--- config.mk ---
export PLATFORM = sky130hd
export DESIGN_NAME = pmt_byte_cmp
export DESIGN_NICKNAME = d
export VERILOG_FILES = /design/src/hw/rtl/pmt_pkg.sv /design/src/hw/rtl/pmt_byte_cmp.sv
export SDC_FILE = /design/constraint.sdc
export NUM_CORES = 1
export LEC_CHECK = 0
export ABC_CLOCK_PERIOD_IN_PS = 800
export BUFFER_PORTS_ARGS = -buffer_cell sky130_fd_sc_hd__buf_2
export CORE_AREA = 2 2 39 41
export DETAILED_ROUTE_END_ITERATION = 10
export DIE_AREA = 0 0 41 43
export SLEW_MARGIN = 0
export SYNTH_ARGS = -nofsm -noshare
export SYNTH_HDL_FRONTEND = slang
export SYNTH_SLANG_ARGS = --single-unit
export TNS_END_PERCENT = 100
--- constraint.sdc ---
create_clock -name clk_i -period 0.8 [get_ports clk_i]
set_input_delay 0.04 -clock clk_i [delete_from_list [all_inputs] [get_ports clk_i]]
set_output_delay 0.04 -clock clk_i [all_outputs]
set_load 0.01 [all_outputs]
--- src/hw/rtl/pmt_pkg.sv ---
package pmt_pkg;

  typedef enum logic [1:0] {
    OP_RESOLVE = 2'd0,
    OP_INSERT  = 2'd1,
    OP_REMOVE  = 2'd2,
    OP_UNUSED  = 2'd3
  } op_e;

  typedef enum logic [2:0] {
    ST_OK       = 3'd0,
    ST_BAD      = 3'd1,
    ST_DUP      = 3'd2,
    ST_FULL     = 3'd3,
    ST_NOTFOUND = 3'd4
  } status_e;

  typedef enum logic [2:0] {
    S_IDLE,
    S_LOAD,
    S_SCAN,
    S_NEXT,
    S_FINISH,
    S_OUT
  } state_e;

  localparam int unsigned PathBytes = 32;
  localparam int unsigned HardLimit = 31;
  localparam logic [7:0]  SepByte   = 8'h2F;

  // Per-entry compare status shared between scanner and top level.
  typedef struct packed {
    logic eq_all;   // all compared bytes of the entry matched so far
    logic sep_ok;   // path byte at entry length is a separator
  } cmp_t;

endpackage

--- src/hw/rtl/pmt_byte_cmp.sv ---
// Byte-serial comparator: one path byte against one entry byte per cycle while step_i is high.
module pmt_byte_cmp
  import pmt_pkg::*;
(
  input  logic       clk_i,
  input  logic       rst_ni,
  input  logic       start_i,
  input  logic       step_i,
  input  logic [4:0] idx_i,
  input  logic [4:0] elen_i,
  input  logic [7:0] path_byte_i,
  input  logic [7:0] entry_byte_i,
  output cmp_t       cmp_o
);

  logic eq_q, eq_d;
  logic sep_q, sep_d;

  always_comb begin
    eq_d  = eq_q;
    sep_d = sep_q;
    if (start_i) begin
      eq_d  = 1'b1;
      sep_d = 1'b0;
    end else if (step_i) begin
      if (idx_i < elen_i && path_byte_i != entry_byte_i) begin
        eq_d = 1'b0;
      end
      if (idx_i == elen_i) begin
        sep_d = (path_byte_i == SepByte);
      end
    end
  end

  always_ff @(posedge clk_i or negedge rst_ni) begin
    if (!rst_ni) begin
      eq_q  <= 1'b0;
      sep_q <= 1'b0;
    end else begin
      eq_q  <= eq_d;
      sep_q <= sep_d;
    end
  end

  assign cmp_o = '{eq_all: eq_q, sep_ok: sep_q};

endmodule

==> results by group <==
GRT
  – Vias in the first global route: 399
  – Grt total ovfl: 0
  – All-Layer GR Usage: 0.120
  – Largest net degree at the start of global routing: 4
  – Initial antenna violation count: 0
  – First-pass GRT wire length: 1.44 mm

Place
  – GP Congestion: 0.636
  – Post-DP HPWL: between 700 and 800 µm
  – Placed Cells: 93
  – Number of port buffers: 31

Timing
  – Tightest Pin Transition: 247 ps
  – Max Transition Viols Final: 0
  – Slew headroom: 0.835
  – RSZ-0062 raised after global routing: yes
  – Final WS setup: -256 ps
  – Worst Skew: 0 ps
  – Final period util: 1.32
  – # setup viols final: 2
  – Hold Violations, Final: 0
  – Fmax: 0.947 GHz
  – Min Tclk post-route: about 1100 ps

Drt
  – Via count: 435
  – Overall routed net length: 859 µm
  – Initial DRC count: 2
  – Remaining DRCs: 0
  – Via density: 4.48
  – DRT antenna net count: 0
  – WL/cell: 8.86 µm
  – Drt pass-1 iters: 2

Power and ir drop
  – Design Power: 632 µW
  – VDD IR max: 0.362 mV
  – Leak: around 0.00033 µW
  – Power Dens Cells: 903 nW/µm²

Synth
  – Netlist cell types: 15
  – Synth warn: 0
  – Sequential cell area fraction in the yosys report: 0.159
  – Synthesized area per cell: roughly 8.3 µm²
  – Mapped Nets: 73
  – #FFs+latches synth: 2
  – Post-synthesis cell count: 38
  – Synthesized area: 315 µm²

Final layout
  – Fillers: 139
  – Final nets: 118
  – Layout cells sized above 1: 0.679
  – Area delta synth->final: 122%
  – Area of the multi-input gates: 310 µm²
  – Final Non-Filler Cells: 97
  – Register Area: approximately 50 µm²
  – Ant diodes: 0
  – Most common cell after layout, fill and taps aside: buf_2
  – Most frequent cells in the layout: buf_2, buf_4, xnor2_1

Floorplan
  – IO Count: 32
  – Num rows: 14
  – Die H: 43 µm
  – Core area: 1380 µm²
  – Full die area: 1760 µm²
  – Die width: approximately 41 µm
  – Initial Util: 0.228

Critical path
  – Worst Path Required: between 900 and 1000 ps
  – CP max FO: 2
  – Crit Path Category: in -> reg
  – Setup crit start kind: primary input
  – WP data arrival: 1210 ps
  – CP Capture Type: flip-flop

Clock tree
  – Clk_lat worst skew: 230 ps
  – Root Buffer: clkbuf_4
  – CTS tree: done
  – Clock sinks: 2
  – Clock transition at path regs: 30 ps
  – H-tree depth: 1
  – CTS Buf Count: 3
  – Max Root-Sink Buffers: 2

Status
  – Run status: complete, but fails checks
  – Failing checks: negative setup slack

Hold path
  – Worst Hold Class: in -> reg

Flow run
  – Max-cap violations: 0
==> cell type report <==
type / instances / share of cell area
Clock buffer: 3 / 0.0322
Tap cell: 16 / 0.0286
Multi-Input combinational cell: 28 / 0.444
Sequential cell: 2 / 0.0716
Timing Repair Buffer: 42 / 0.388
Inverter: 6 / 0.0358
==> worst paths after layout <==
path,from,end,slack (ps),cells past startpoint
max,path_byte_i[4],sep_q,-260,4
min,start_i,sep_q,120,3
max reg2reg,eq_q,eq_q,140,1
min reg2reg,eq_q,eq_q,490,1
max in group asynchronous,rst_ni,sep_q,570,2
min in group asynchronous,rst_ni,eq_q,130,2
==> per-stage QoR <==
stage | hold WS, ps | util | setup TNS [ps] | cell area [µm²] | worst slack (ps)
finish | 115 | 0.505 | -331 | 699 | -256
global route | 127 | 0.505 | -410 | 699 | -286
CTS | 109 | 0.461 | -322 | 638 | -253
detailed placement | -172 | 0.420 | -891 | 582 | -524
global placement | -173 | 0.420 | -835 | 582 | -474
floorplan | -256 | - | -557 | 347 | -331
==> Yosys cell counts <==
cell	count	share of area
xnor2_1	8	0.22
ha_1	5	0.20
inv_1	6	0.071
nor2_1	1	0.012
o221ai_1	1	0.028
a21oi_1	2	0.032
nand2_1	2	0.024
nand4_1	4	0.079
dfrtp_1	2	0.16
a2111oi_0	1	0.028
or4b_1	1	0.032
or4_1	1	0.024
o22a_1	1	0.028
o21ai_1	1	0.016
buf_4	2	0.048
==> layer usage <==
| metal | share of wire | vias up | routed length [µm] | global-route usage |
|---|---|---|---|---|
| li1 | - | 221 | - | - |
| met1 | 0.35 | 190 | 303 | 0.141 |
| met2 | 0.52 | 24 | 447 | 0.178 |
| met3 | 0.13 | 0 | 109 | 0.0366 |
| met4 | 0 | 0 | 0 | 0.0800 |
| met5 | 0 | - | 0 | 0 |
==> power breakdown <==
part | leakage (µW) | switching [µW] | total (µW) | internal [µW]
Clock | 0.0000138 | 58.4 | 224 | 166
Combinational | 0.000289 | 112 | 297 | 185
Sequential | 0.0000243 | 2.48 | 110 | 108
==> critical path, cell delays in order <==
cell     delay (ps)
buf_6            90
or4b_1          510
or4_4           430
a21oi_2         130
==> registers in the layout, summed over array words and instances (netlist names) <==
| signal | count |
|---|---|
| eq_q | 1 |
| sep_q | 1 |
==> repair_timing <==
| item | in CTS | in global routing |
|---|---|---|
| setup buffers | 0 | 0 |
| endpoints found under the hold margin | 2 | 0 |
| setup endpoints to repair | 2 | 3 |
| pin swaps | 4 | 4 |
| hold buffers | 1 | 0 |
| gates resized for setup | 5 | 10 |
==> cells by family (layout without fill, tap and decap cells) <==
group | count (synthesis) | after routing | synth area share
AOI/OAI and AO/OA | 6 | 6 | 0.131
and+or+nand+nor | 9 | 9 | 0.171
adders and majority gates | 5 | 5 | 0.198
buffers and inverters | 8 | 51 | 0.119
xor gates and xnor gates | 8 | 8 | 0.222
DFF | 2 | 2 | 0.159
No activity file was read; power rests on OpenSTA's default activity.
